===== config.mk =====
export PLATFORM = sky130hd
export DESIGN_NAME = software_timer_table_core
export DESIGN_NICKNAME = d
export VERILOG_FILES = /design/src/rtl/core/stt_pkg.sv /design/src/rtl/core/software_timer_table_core.sv /design/src/rtl/core/stt_slot_ram.sv
export SDC_FILE = /design/constraint.sdc
export NUM_CORES = 2
export LEC_CHECK = 0
export ABC_AREA = 1
export BUFFER_PORTS_ARGS = -buffer_cell sky130_fd_sc_hd__buf_2
export CAP_MARGIN = 20
export CORE_UTILIZATION = 50
export CTS_BUF_LIST = sky130_fd_sc_hd__clkbuf_4 sky130_fd_sc_hd__clkbuf_8 sky130_fd_sc_hd__clkbuf_16
export CTS_CLUSTER_DIAMETER = 80
export CTS_CLUSTER_SIZE = 12
export DETAILED_ROUTE_END_ITERATION = 8
export GPL_TIMING_DRIVEN = 0
export PLACE_DENSITY = 0.66
export SLEW_MARGIN = 20
export SYNTH_ARGS = -nofsm -noshare
export SYNTH_HDL_FRONTEND = slang
export SYNTH_SLANG_ARGS = --single-unit

===== constraint.sdc =====
create_clock -name clk -period 10.58 [get_ports clk]
set_input_delay 2.116 -clock clk [delete_from_list [all_inputs] [get_ports clk]]
set_output_delay 2.116 -clock clk [all_outputs]
set_load 0.05 [all_outputs]

===== src/rtl/core/stt_pkg.sv =====
`default_nettype none

package stt_pkg;

  // Action codes carried on the input channel.
  localparam logic [2:0] ACT_SCAN   = 3'd0;
  localparam logic [2:0] ACT_ADD    = 3'd1;
  localparam logic [2:0] ACT_MODIFY = 3'd2;
  localparam logic [2:0] ACT_REMOVE = 3'd3;
  localparam logic [2:0] ACT_CHECK  = 3'd4;

  // Result kinds.
  localparam logic KIND_FIRE  = 1'b0;
  localparam logic KIND_CHECK = 1'b1;

  // A scan reports at most this many expiries.
  localparam int MAX_RESULTS = 16;
  localparam int FIRE_CNT_W  = $clog2(MAX_RESULTS + 1);

  // Reset value of the one-shot type register.
  localparam logic [7:0] ONE_SHOT_RESET = 8'd1;

  // One timer slot as held in the slot memory.
  typedef struct packed {
    logic [31:0] start;
    logic [15:0] length;
    logic [7:0]  slot_type;
    logic [15:0] param;
  } slot_rec_t;

  // Sequencer states.
  typedef enum logic [2:0] {
    ST_IDLE,
    ST_DECODE,
    ST_WRITE,
    ST_SCAN,
    ST_END
  } state_t;

endpackage

`default_nettype wire


===== src/rtl/core/software_timer_table_core.sv =====
// Sequence: an item is captured in idle and then decoded; a check answer goes to the output
// register, add and modify write the slot in the write state, and remove clears its flag.
// Throughput: one item at a time; a scan visits one slot per cycle unless a full output
// register stalls it, via the single slot read port and one start-plus-length comparator.
// Reset (rst_n, synchronous, active low) clears the sequencer, the output valid flag,
// all active flags and sets the one-shot type to 1; slot contents are not cleared.
`default_nettype none

module software_timer_table_core #(
  parameter int SLOT_COUNT = 16
) (
  input  wire logic        clk,
  input  wire logic        rst_n,
  input  wire logic        cfg_wr_en,
  input  wire logic [7:0]  cfg_wr_data,
  input  wire logic        in_valid,
  output logic             in_ready,
  input  wire logic [2:0]  in_action,
  input  wire logic [7:0]  in_timer_id,
  input  wire logic [7:0]  in_timer_type,
  input  wire logic [15:0] in_timer_length,
  input  wire logic [15:0] in_user_param,
  input  wire logic [31:0] in_now_tick,
  output logic             out_valid,
  input  wire logic        out_ready,
  output logic             out_result_kind,
  output logic [7:0]       out_fired_id,
  output logic [7:0]       out_fired_type,
  output logic [15:0]      out_fired_param,
  output logic             out_is_active,
  output logic             out_last_of_run
);

  localparam int IDX_W = (SLOT_COUNT > 1) ? $clog2(SLOT_COUNT) : 1;
  localparam logic [IDX_W-1:0] LAST_IDX = IDX_W'(SLOT_COUNT - 1);
  localparam logic [8:0] SLOT_LIM = 9'(SLOT_COUNT);
  localparam logic [stt_pkg::FIRE_CNT_W-1:0] LAST_FIRE =
    stt_pkg::FIRE_CNT_W'(stt_pkg::MAX_RESULTS - 1);

  // Control state.
  stt_pkg::state_t state_r, state_nxt;
  logic [7:0] one_shot_r;
  logic [SLOT_COUNT-1:0] active_r, active_nxt;
  logic [IDX_W-1:0] idx_r, idx_nxt;
  logic [stt_pkg::FIRE_CNT_W-1:0] fires_r, fires_nxt;
  logic pend_v_r, pend_v_nxt;
  logic out_valid_r, out_valid_nxt;

  // Captured item.
  logic [2:0]  act_r, act_nxt;
  logic [7:0]  id_r, id_nxt;
  logic [7:0]  type_r, type_nxt;
  logic [15:0] len_r, len_nxt;
  logic [15:0] param_r, param_nxt;
  logic [31:0] now_r, now_nxt;

  // Pending fire, held back until it is known whether it ends the run.
  logic [7:0]  pend_id_r, pend_id_nxt;
  logic [7:0]  pend_type_r, pend_type_nxt;
  logic [15:0] pend_param_r, pend_param_nxt;

  // Output register payload.
  logic        out_kind_r, out_kind_nxt;
  logic [7:0]  out_id_r, out_id_nxt;
  logic [7:0]  out_type_r, out_type_nxt;
  logic [15:0] out_param_r, out_param_nxt;
  logic        out_act_r, out_act_nxt;
  logic        out_last_r, out_last_nxt;

  // Slot memory.
  logic               ram_rd_en;
  logic [IDX_W-1:0]   ram_rd_addr;
  stt_pkg::slot_rec_t ram_rd_data;
  logic               ram_wr_en;
  logic [IDX_W-1:0]   ram_wr_addr;
  stt_pkg::slot_rec_t ram_wr_data;

  // Shared compare unit and helpers.
  logic [31:0]      due_sum;
  logic             due;
  logic             in_range;
  logic [IDX_W-1:0] sel;
  logic             out_free;
  logic             scan_stall;
  logic             scan_done;

  stt_slot_ram #(
    .DEPTH  (SLOT_COUNT),
    .ADDR_W (IDX_W)
  ) u_ram (
    .clk     (clk),
    .rd_en   (ram_rd_en),
    .rd_addr (ram_rd_addr),
    .rd_data (ram_rd_data),
    .wr_en   (ram_wr_en),
    .wr_addr (ram_wr_addr),
    .wr_data (ram_wr_data)
  );

  // Expiry test: wrapping start plus length against the current tick.
  assign due_sum = ram_rd_data.start + 32'(ram_rd_data.length);
  assign due     = active_r[idx_r] && (due_sum <= now_r);

  assign in_range = ({1'b0, id_r} < SLOT_LIM);
  assign sel      = id_r[IDX_W-1:0];
  assign out_free = !out_valid_r || out_ready;

  // Sequencer: next state, memory control and output loading.
  always_comb begin
    state_nxt      = state_r;
    active_nxt     = active_r;
    idx_nxt        = idx_r;
    fires_nxt      = fires_r;
    pend_v_nxt     = pend_v_r;
    pend_id_nxt    = pend_id_r;
    pend_type_nxt  = pend_type_r;
    pend_param_nxt = pend_param_r;
    act_nxt        = act_r;
    id_nxt         = id_r;
    type_nxt       = type_r;
    len_nxt        = len_r;
    param_nxt      = param_r;
    now_nxt        = now_r;
    out_valid_nxt  = out_valid_r && !out_ready;
    out_kind_nxt   = out_kind_r;
    out_id_nxt     = out_id_r;
    out_type_nxt   = out_type_r;
    out_param_nxt  = out_param_r;
    out_act_nxt    = out_act_r;
    out_last_nxt   = out_last_r;
    ram_rd_en      = 1'b0;
    ram_rd_addr    = idx_r;
    ram_wr_en      = 1'b0;
    ram_wr_addr    = idx_r;
    ram_wr_data    = ram_rd_data;
    in_ready       = 1'b0;
    scan_stall     = 1'b0;
    scan_done      = 1'b0;

    case (state_r)
      stt_pkg::ST_IDLE: begin
        in_ready = 1'b1;
        if (in_valid) begin
          act_nxt   = in_action;
          id_nxt    = in_timer_id;
          type_nxt  = in_timer_type;
          len_nxt   = in_timer_length;
          param_nxt = in_user_param;
          now_nxt   = in_now_tick;
          state_nxt = stt_pkg::ST_DECODE;
        end
      end

      stt_pkg::ST_DECODE: begin
        state_nxt = stt_pkg::ST_IDLE;
        case (act_r)
          stt_pkg::ACT_SCAN: begin
            idx_nxt     = '0;
            fires_nxt   = '0;
            pend_v_nxt  = 1'b0;
            ram_rd_en   = 1'b1;
            ram_rd_addr = '0;
            state_nxt   = stt_pkg::ST_SCAN;
          end
          stt_pkg::ACT_ADD: begin
            if (in_range) begin
              ram_rd_en   = 1'b1;
              ram_rd_addr = sel;
              state_nxt   = stt_pkg::ST_WRITE;
            end
          end
          stt_pkg::ACT_MODIFY: begin
            if (in_range && active_r[sel]) begin
              ram_rd_en   = 1'b1;
              ram_rd_addr = sel;
              state_nxt   = stt_pkg::ST_WRITE;
            end
          end
          stt_pkg::ACT_REMOVE: begin
            if (in_range) begin
              active_nxt[sel] = 1'b0;
            end
          end
          stt_pkg::ACT_CHECK: begin
            if (out_free) begin
              out_valid_nxt = 1'b1;
              out_kind_nxt  = stt_pkg::KIND_CHECK;
              out_id_nxt    = id_r;
              out_type_nxt  = '0;
              out_param_nxt = '0;
              out_act_nxt   = in_range && active_r[sel];
              out_last_nxt  = 1'b1;
            end else begin
              state_nxt = stt_pkg::ST_DECODE;
            end
          end
          default: begin
            state_nxt = stt_pkg::ST_IDLE;
          end
        endcase
      end

      // Add or modify: an add on an active slot keeps the stored type.
      stt_pkg::ST_WRITE: begin
        ram_wr_en             = 1'b1;
        ram_wr_addr           = sel;
        ram_wr_data.start     = now_r;
        ram_wr_data.length    = len_r;
        ram_wr_data.slot_type = active_r[sel] ? ram_rd_data.slot_type : type_r;
        ram_wr_data.param     = param_r;
        active_nxt[sel]       = 1'b1;
        state_nxt             = stt_pkg::ST_IDLE;
      end

      // One slot per cycle unless stalled; the next slot is read as this one is updated.
      stt_pkg::ST_SCAN: begin
        scan_stall = due && pend_v_r && !out_free;
        if (!scan_stall) begin
          if (due) begin
            if (pend_v_r) begin
              out_valid_nxt = 1'b1;
              out_kind_nxt  = stt_pkg::KIND_FIRE;
              out_id_nxt    = pend_id_r;
              out_type_nxt  = pend_type_r;
              out_param_nxt = pend_param_r;
              out_act_nxt   = 1'b0;
              out_last_nxt  = 1'b0;
            end
            pend_v_nxt     = 1'b1;
            pend_id_nxt    = 8'(idx_r);
            pend_type_nxt  = ram_rd_data.slot_type;
            pend_param_nxt = ram_rd_data.param;
            fires_nxt      = fires_r + 1'b1;
            if (ram_rd_data.slot_type == one_shot_r) begin
              active_nxt[idx_r] = 1'b0;
            end else begin
              ram_wr_en         = 1'b1;
              ram_wr_data.start = now_r;
            end
          end
          scan_done = (idx_r == LAST_IDX) || (due && (fires_r == LAST_FIRE));
          if (scan_done) begin
            state_nxt = stt_pkg::ST_END;
          end else begin
            idx_nxt     = idx_r + 1'b1;
            ram_rd_en   = 1'b1;
            ram_rd_addr = idx_r + 1'b1;
          end
        end
      end

      // Release the held fire as the last result of the run.
      stt_pkg::ST_END: begin
        if (!pend_v_r) begin
          state_nxt = stt_pkg::ST_IDLE;
        end else if (out_free) begin
          out_valid_nxt = 1'b1;
          out_kind_nxt  = stt_pkg::KIND_FIRE;
          out_id_nxt    = pend_id_r;
          out_type_nxt  = pend_type_r;
          out_param_nxt = pend_param_r;
          out_act_nxt   = 1'b0;
          out_last_nxt  = 1'b1;
          pend_v_nxt    = 1'b0;
          state_nxt     = stt_pkg::ST_IDLE;
        end
      end

      default: begin
        state_nxt = stt_pkg::ST_IDLE;
      end
    endcase
  end

  // Control registers.
  always_ff @(posedge clk) begin
    if (!rst_n) begin
      state_r     <= stt_pkg::ST_IDLE;
      active_r    <= '0;
      pend_v_r    <= 1'b0;
      out_valid_r <= 1'b0;
      one_shot_r  <= stt_pkg::ONE_SHOT_RESET;
    end else begin
      state_r     <= state_nxt;
      active_r    <= active_nxt;
      pend_v_r    <= pend_v_nxt;
      out_valid_r <= out_valid_nxt;
      if (cfg_wr_en) begin
        one_shot_r <= cfg_wr_data;
      end
    end
  end

  // Payload registers.
  always_ff @(posedge clk) begin
    idx_r        <= idx_nxt;
    fires_r      <= fires_nxt;
    act_r        <= act_nxt;
    id_r         <= id_nxt;
    type_r       <= type_nxt;
    len_r        <= len_nxt;
    param_r      <= param_nxt;
    now_r        <= now_nxt;
    pend_id_r    <= pend_id_nxt;
    pend_type_r  <= pend_type_nxt;
    pend_param_r <= pend_param_nxt;
    out_kind_r   <= out_kind_nxt;
    out_id_r     <= out_id_nxt;
    out_type_r   <= out_type_nxt;
    out_param_r  <= out_param_nxt;
    out_act_r    <= out_act_nxt;
    out_last_r   <= out_last_nxt;
  end

  assign out_valid       = out_valid_r;
  assign out_result_kind = out_kind_r;
  assign out_fired_id    = out_id_r;
  assign out_fired_type  = out_type_r;
  assign out_fired_param = out_param_r;
  assign out_is_active   = out_act_r;
  assign out_last_of_run = out_last_r;

endmodule

`default_nettype wire


===== src/rtl/core/stt_slot_ram.sv =====
`default_nettype none

module stt_slot_ram #(
  parameter int DEPTH  = 16,
  parameter int ADDR_W = 4
) (
  input  wire logic               clk,
  input  wire logic               rd_en,
  input  wire logic [ADDR_W-1:0]  rd_addr,
  output stt_pkg::slot_rec_t      rd_data,
  input  wire logic               wr_en,
  input  wire logic [ADDR_W-1:0]  wr_addr,
  input  wire stt_pkg::slot_rec_t wr_data
);

  stt_pkg::slot_rec_t mem [DEPTH];
  stt_pkg::slot_rec_t rd_data_r;

  // Single write port.
  always_ff @(posedge clk) begin
    if (wr_en) begin
      mem[wr_addr] <= wr_data;
    end
  end

  // Registered read; the data holds while no read is issued.
  always_ff @(posedge clk) begin
    if (rd_en) begin
      rd_data_r <= mem[rd_addr];
    end
  end

  assign rd_data = rd_data_r;

endmodule

`default_nettype wire


# Yosys cells after proc, flatten, opt, wreduce, memory -nomap -nowiden
# Memory sizes are Yosys's and may differ from the RTL's. A register that Yosys moved wholly into a read port is not among the register bits.
# Index checks and enable logic that the tools add are counted.
# W data, S select, Z words.
dict set report op_classes {
  n_addsub 3
  order_cmp 6
  eq_ne 25
  mux 108
  bitwise_logic 6
  reduce_logical 27
}
# operator count
set op_table {}
lappend op_table {{$mux W16} 12}
lappend op_table {{$mux W8} 15}
lappend op_table {{$mux W32} 3}
lappend op_table {{$pmux W16 S3} 2}
lappend op_table {{$pmux W32 S2} 1}
lappend op_table {{$pmux W8 S3} 2}
lappend op_table {{$mux W40} 1}
lappend op_table {{$mux W1} 38}
lappend op_table {{$add A32 B16 Y32} 1}
lappend op_table {{$and A16 B16 Y16} 2}
lappend op_table {{$le A32 B32 Y1} 1}
lappend op_table {{$not A16 Y16} 2}
lappend op_table {{$mux W4} 6}
lappend op_table {{$ne A2 B2 Y1 const B} 11}
lappend op_table {{$pmux W1 S3} 6}
lappend op_table {{$or A16 B16 Y16} 1}
lappend op_table {{$pmux W4 S2} 2}
lappend op_table {{$mux W3} 5}
lappend op_table {{$mux W5} 3}
lappend op_table {{$eq A3 B2 Y1 const B} 4}
lappend op_table {{$pmux W3 S4} 1}
lappend op_table {{$pmux W4 S3} 1}
lappend op_table {{$reduce_and A4 Y1} 3}
lappend op_table {{$reduce_and A6 Y1} 2}
lappend op_table {{28 further kinds} 50}
dict set report totals {
  ff_bits 184
  ram_bits 1152
  out_inout_bits 37
  mem_count 1
}
# name words width read_ports rd_ports_with_merged_regs write_ports line
set memory_table {}
lappend memory_table {u_ram.mem 16 72 1 1 1 stt_slot_ram.sv:16} ;# stt_pkg::slot_rec_t mem [DEPTH];

# Depth between registers and ports, before layout
dict set report depth {
  depth_word 10
  ltp_mapped 43
  mapped_depth_nobuf 40
}

# Modules after synthesis
# A second synthesis with hierarchy kept.
dict set report unflattened {
  cells_unflattened 6133
  hier_area_um2 62623.8
}
# mod n_inst cells_each area_each_um2
set modules_own_cells {}
lappend modules_own_cells {stt_slot_ram 1 4733 51415.6}
lappend modules_own_cells {software_timer_table_core 1 1400 11208.2}

# Worst setup path before layout
# No wires, ideal clock.
dict set report synth_timing {
  path_type {register to register}
  startpoint {register, netlist name u_ram.rd_data[40]}
  endpoint {memory u_ram.mem[10][0] in the netlist's numbering, enable pin}
  setup_time_ns 0.503
  arrival_ns 7.352
  required_ns 10.077
  slack_ns 2.725
  stages_incl_launch_ff 36
  n_path_buf 0
  path_cell_list {edfxtp_1 -> ha_1 -> inv_1 -> fa_1 -> inv_1 -> a31oi_1 -> o21ai_0 -> nand3_1 -> nand2_1 -> nand2_1 -> nand2_1 -> nand2_1 -> nand2_1 -> nand2_1 -> nand2_1 -> nand3_1 -> nand2_1 -> nand2_1 -> nor2_1 -> nand4_1 -> xor2_1 -> ha_1 -> nand2_1 -> nor2_1 -> nand2_1 -> nor2_1 -> nand2_1 -> nand2_1 -> nand2_1 -> nor2_1 -> inv_1 -> nor2_1 -> nand2_1 -> nand2_1 -> nand3_1 -> nor2_1}
}
dict set report synth_between {
  elab_chain_len 9
}
# element line
set synth_lines {}
lappend synth_lines {{$add A32 B16 Y32 *} software_timer_table_core.sv:101} ;# assign due_sum = ram_rd_data.start + 32'(ram_rd_data.length);
lappend synth_lines {{$le A32 B32 Y1 *} software_timer_table_core.sv:102} ;# assign due = active_r[idx_r] && (due_sum <= now_r);
lappend synth_lines {{$logic_and A1 B1 Y1 *} software_timer_table_core.sv:102}
lappend synth_lines {{$logic_and A1 B1 Y1 (2 in a row)} software_timer_table_core.sv:217} ;# scan_stall = due && pend_v_r && !out_free;
lappend synth_lines {{$mux W1 *} software_timer_table_core.sv:218} ;# if (!scan_stall) begin
lappend synth_lines {{$pmux W1 S2 *} software_timer_table_core.sv:140} ;# case (state_r)
lappend synth_lines {{$mux W1 *} stt_slot_ram.sv:21} ;# if (wr_en) begin
lappend synth_lines {{$mux W1 (not written as such) *} stt_slot_ram.sv:22} ;# mem[wr_addr] <= wr_data;
lappend synth_lines {{end: declaration} stt_slot_ram.sv:16}
# Mark *: on every way between the ends. The rest lies on a longest branch, timed or not.

# Final worst setup path
dict set report layout_timing {
  startpoint {register, netlist name u_ram.rd_data[26]}
  endpoint {memory u_ram.mem[11][57] in the netlist's numbering, enable pin}
}
dict set report layout_between {
  elab_chain_len 9
}
# element line
set layout_lines {}
lappend layout_lines {{$add A32 B16 Y32 *} software_timer_table_core.sv:101}
lappend layout_lines {{$le A32 B32 Y1 *} software_timer_table_core.sv:102}
lappend layout_lines {{$logic_and A1 B1 Y1 *} software_timer_table_core.sv:102}
lappend layout_lines {{$logic_and A1 B1 Y1 (2 in a row)} software_timer_table_core.sv:217}
lappend layout_lines {{$mux W1 *} software_timer_table_core.sv:218}
lappend layout_lines {{$pmux W1 S2 *} software_timer_table_core.sv:140}
lappend layout_lines {{$mux W1 *} stt_slot_ram.sv:21}
lappend layout_lines {{$mux W1 (not written as such) *} stt_slot_ram.sv:22}
# Marks and branches as above.

==> metrics list <==
- The run finished, with violations left.
- Violated checks: design-rule violations
- Worst min path class: reg2reg
* Setup bufs post-CTS: 0
* Least setup slack across all paths after layout: 1.88 ns
* Portion of the clock cycle consumed by the worst path in the final layout: 0.823
- Avg Vias per Cell: 5.83
* Startpoint Class: register
- Core Area: 0.124 sq mm
* Routed length per instance: 25.2 microns
* Leftover overflow at the end of global routing: 0
- Yosys mapped the design onto 48 distinct sky130hd cell types.
- In the global route stage, overall resource usage came out at 0.313.
- The clock passes through at most 3 buffers.
- Synthesis handed over a netlist of 5863 instances.
- RSZ-0062 raised after global routing: false
- EDFF count, synth: 1379
- Across the routed clock network, the largest skew measured is 0.0314 ns.
- The largest single stage delay on the critical path is 0.79 ns.
* Total negative slack for setup checks: 0 ns
- The die is 356 microns wide.
- In this run the worst path has a maximum fanout of 20.
* Post-route worst hold slack: 0.445 ns
- Buffers on Ports: 132
* Initial antenna violation count: 9
- Post-synthesis average cell area: 10.7 sq um
- CP max stage cell: sky130_fd_sc_hd__nor2_4
- During synthesis, Yosys emitted a total of 0 warnings.
- Number of nets at the end of the flow: 6398
- Of all flip-flops after synthesis, the portion carrying an async set or reset was 0.
- Category of the critical setup timing path: reg2reg
- Area growth, synth to finish: 14.1%
- Number of nets still failing antenna checks after routing: 0
- Clock latency on the worst-skew pair, taken at its later pin, is 0.80 ns.
* Max capacitance violation total: 0
* Total Power: 12.0 mW
- STA puts the critical path data required time at 11.05 ns.
- The max-slew violation count was 0.
* Final hold violations: 0
- Maximum clock rate: 115 MHz
- Placement Setup Slack: 2.29 ns
- STA classifies the critical path endpoint as a register.
* Fraction of final layout cells with drive strength greater than 1: 0.111
- The final layout contains routed wiring with a total length of 200000 microns.
- The floorplan has 129 rows.
- After clock tree synthesis, the clock-pin slew on the worst setup and hold paths is 0.06 ns.
- Power per cell area: 168 mW/mm^2
- Count of TritonRoute iterations in the first routing pass: 9
- At the pin with the least slew margin, the transition time is 1.25 ns.
* Root buf cell: sky130_fd_sc_hd__clkbuf_16
- Portion of the post-synthesis area used by sequential elements: 0.669
- CTS built an H-tree with a depth of 4.
* Maximum vdd drop: 0.167 mV
- Post-CTS repair changed the size of 0 cells.
- TritonCTS created 137 clock buffers.
- The wire-length estimate of the detail-placed layout is 138000 microns.
- Summed over all cells, the static leakage comes to 29.1 nW.
- Number of setup violations in the final report: 0
* Most common cell type on the critical path: sky130_fd_sc_hd__nand2_1
- The number of nets handed over by synthesis was 6014.
- GPL Wtd Cong: 0.952
- Worst slew margin relative to its limit: 0.169
* Vertical die dimension: 356 microns
- The detailed router finished its first iteration with 6274 violations.
- Vias: 46200
- Number of top-level design ports: 133
* First-pass GRT wire length: 287000 microns
* Pin count of the biggest net entering global routing: 27
- After detailed routing, the number of remaining DRC violations is 8.
* Final critical delay including setup and external delays: 8.70 ns
* Count of filler cells inserted in the layout: 10100
- Flip-flop and latch count after synthesis: 1408
- In the synthesized netlist the dominant register cell turns out to be sky130_fd_sc_hd__edfxtp_1.
- The via count of the first global-routing pass is 43600.
- In this run the register-to-register setup slack is 1.88 ns.
* Initial Utilization: 0.506
* Number of clock sinks: 1408
- In this run the cell area of the synthesized design comes to 0.0628 sq mm.
- STA puts the critical path data arrival time at 9.17 ns.
- Hold repair after CTS inserted 0 buffers.
- Clock tree from TritonCTS: built
* Die area: 0.127 sq mm
-- area by class of cell --
type / count / area [sq um] / share of cell area
plain buffers: 337 / 1710 / 0.0239
clock inverters: 19 / 255 / 0.00357
flip-flops and latches: 1408 / 42000 / 0.586
inverters: 884 / 3320 / 0.0464
multi-input cells: 3234 / 16000 / 0.224
clock buffers: 156 / 3590 / 0.0501
diodes: 4 / 10.0 / 0.000140
well taps: 1637 / 2050 / 0.0286
repair buffers: 245 / 2660 / 0.0372
-- cell usage in the layout, fill, tap and decap left out, types with 12 or more instances in the layout --
cell type	count
sky130_fd_sc_hd__a21oi_1	78
sky130_fd_sc_hd__buf_16	28
sky130_fd_sc_hd__edfxtp_1	1379
sky130_fd_sc_hd__buf_2	275
sky130_fd_sc_hd__clkbuf_1	115
sky130_fd_sc_hd__o221ai_2	14
sky130_fd_sc_hd__clkbuf_16	138
sky130_fd_sc_hd__nor2_4	19
sky130_fd_sc_hd__o21ai_0	88
sky130_fd_sc_hd__buf_12	46
sky130_fd_sc_hd__dfxtp_1	29
sky130_fd_sc_hd__nand3_1	1339
sky130_fd_sc_hd__o211ai_1	24
sky130_fd_sc_hd__buf_1	12
sky130_fd_sc_hd__nand2_1	1223
sky130_fd_sc_hd__buf_6	12
sky130_fd_sc_hd__clkbuf_4	18
sky130_fd_sc_hd__nor2_1	112
sky130_fd_sc_hd__buf_4	88
sky130_fd_sc_hd__ha_1	54
sky130_fd_sc_hd__inv_1	875
sky130_fd_sc_hd__xnor2_1	12
sky130_fd_sc_hd__nand3b_1	143
sky130_fd_sc_hd__a31oi_1	16
sky130_fd_sc_hd__xor2_1	25
-- per-stage QoR --
stage / util / instances / area [sq um]
6_report: 0.577 / 7924 / 71600
4_1_cts: 0.577 / 7920 / 71600
5_1_grt: 0.577 / 7920 / 71600
2_1_floorplan: - / 5863 / 62800
3_3_place_gp: 0.527 / 7632 / 65500
3_5_place_dp: 0.546 / 7745 / 67700
-- Yosys cell counts, types with 2 or more instances --
cell / number / share of area
sky130_fd_sc_hd__buf_6: 4 / 0.00072
sky130_fd_sc_hd__o221ai_1: 15 / 0.0021
sky130_fd_sc_hd__buf_4: 62 / 0.0074
sky130_fd_sc_hd__nand2_1: 1223 / 0.073
sky130_fd_sc_hd__nor2_2: 2 / 0.00020
sky130_fd_sc_hd__buf_2: 138 / 0.011
sky130_fd_sc_hd__a221oi_1: 4 / 0.00056
sky130_fd_sc_hd__nand3_1: 1339 / 0.11
sky130_fd_sc_hd__nand3b_1: 143 / 0.017
sky130_fd_sc_hd__o21ai_1: 10 / 0.00080
sky130_fd_sc_hd__o211ai_1: 24 / 0.0029
sky130_fd_sc_hd__a21oi_2: 2 / 0.00028
sky130_fd_sc_hd__o21bai_1: 2 / 0.00024
sky130_fd_sc_hd__xor2_1: 25 / 0.0035
sky130_fd_sc_hd__clkbuf_1: 121 / 0.0072
sky130_fd_sc_hd__dfxtp_1: 29 / 0.0093
sky130_fd_sc_hd__ha_1: 54 / 0.011
sky130_fd_sc_hd__a21boi_0: 2 / 0.00024
sky130_fd_sc_hd__nand3_2: 4 / 0.00064
sky130_fd_sc_hd__nand4_1: 11 / 0.0011
sky130_fd_sc_hd__nor3_1: 11 / 0.00088
sky130_fd_sc_hd__a22oi_1: 8 / 0.00096
sky130_fd_sc_hd__a31oi_1: 16 / 0.0016
sky130_fd_sc_hd__nor4_1: 3 / 0.00030
sky130_fd_sc_hd__a211oi_1: 4 / 0.00048
sky130_fd_sc_hd__o21ai_0: 89 / 0.0071
sky130_fd_sc_hd__buf_1: 12 / 0.00072
sky130_fd_sc_hd__inv_2: 6 / 0.00036
sky130_fd_sc_hd__mux2_2: 8 / 0.0014
sky130_fd_sc_hd__nor2_1: 132 / 0.0079
sky130_fd_sc_hd__inv_1: 875 / 0.052
sky130_fd_sc_hd__xnor2_1: 12 / 0.0017
sky130_fd_sc_hd__a21o_1: 2 / 0.00024
sky130_fd_sc_hd__edfxtp_1: 1379 / 0.66
sky130_fd_sc_hd__inv_4: 2 / 0.00020
sky130_fd_sc_hd__a21oi_1: 78 / 0.0062
-- worst max-delay path: cells and delay by family, from the launching register on --
kind	cells	cell delay (ns)
fa+ha+maj	2	0.67
buf+inv	3	0.69
xor+xnor	1	0.20
compound gates	11	2.82
flops	1	0.47
simple gates	13	3.46
-- final timing paths --
check                    startpoint                end  cells after the start
setup / recovery  u_ram.rd_data[26]  u_ram.mem[11][57]                     30
setup reg to reg  u_ram.rd_data[26]  u_ram.mem[11][57]                     30
hold reg to reg    u_ram.rd_data[2]    pend_param_r[2]                      0
hold / removal     u_ram.rd_data[2]    pend_param_r[2]                      0
-- power breakdown --
group,total [mW],leakage (nW),internal (mW),switching [mW]
clock network,4.53,1.90,2.43,2.09
logic,1.28,14.5,0.337,0.947
registers,6.19,12.7,6.16,0.0304
total,12.0,29.1,8.93,3.07
-- cell families after synthesis --
family,Yosys count,synth area share
muxes,8,0.00144
and+or+nand+nor,2872,0.209
AOI/OAI and AO/OA,262,0.0246
buffers and inverters,1221,0.0800
xor gates and xnor gates,37,0.00516
DFF,1408,0.669
adders and majority gates,55,0.0111
-- layer usage --
layer	GRT usage	vias up	wire, microns
met5	0	-	38
met4	0.157	6	10300
met3	0.0719	477	22200
met2	0.472	2856	88100
met1	0.426	22300	79100
li1	-	20600	-
-- flip-flops by register name, indices dropped and copies added (netlist names), 16 cells and up --
name / flops
u_ram.mem: 1152
pend_param_r: 16
out_fired_param: 16
u_ram.rd_data: 72
param_r: 16
active_r: 16
now_r: 32
len_r: 16
Power figures use the tool's default switching activity.
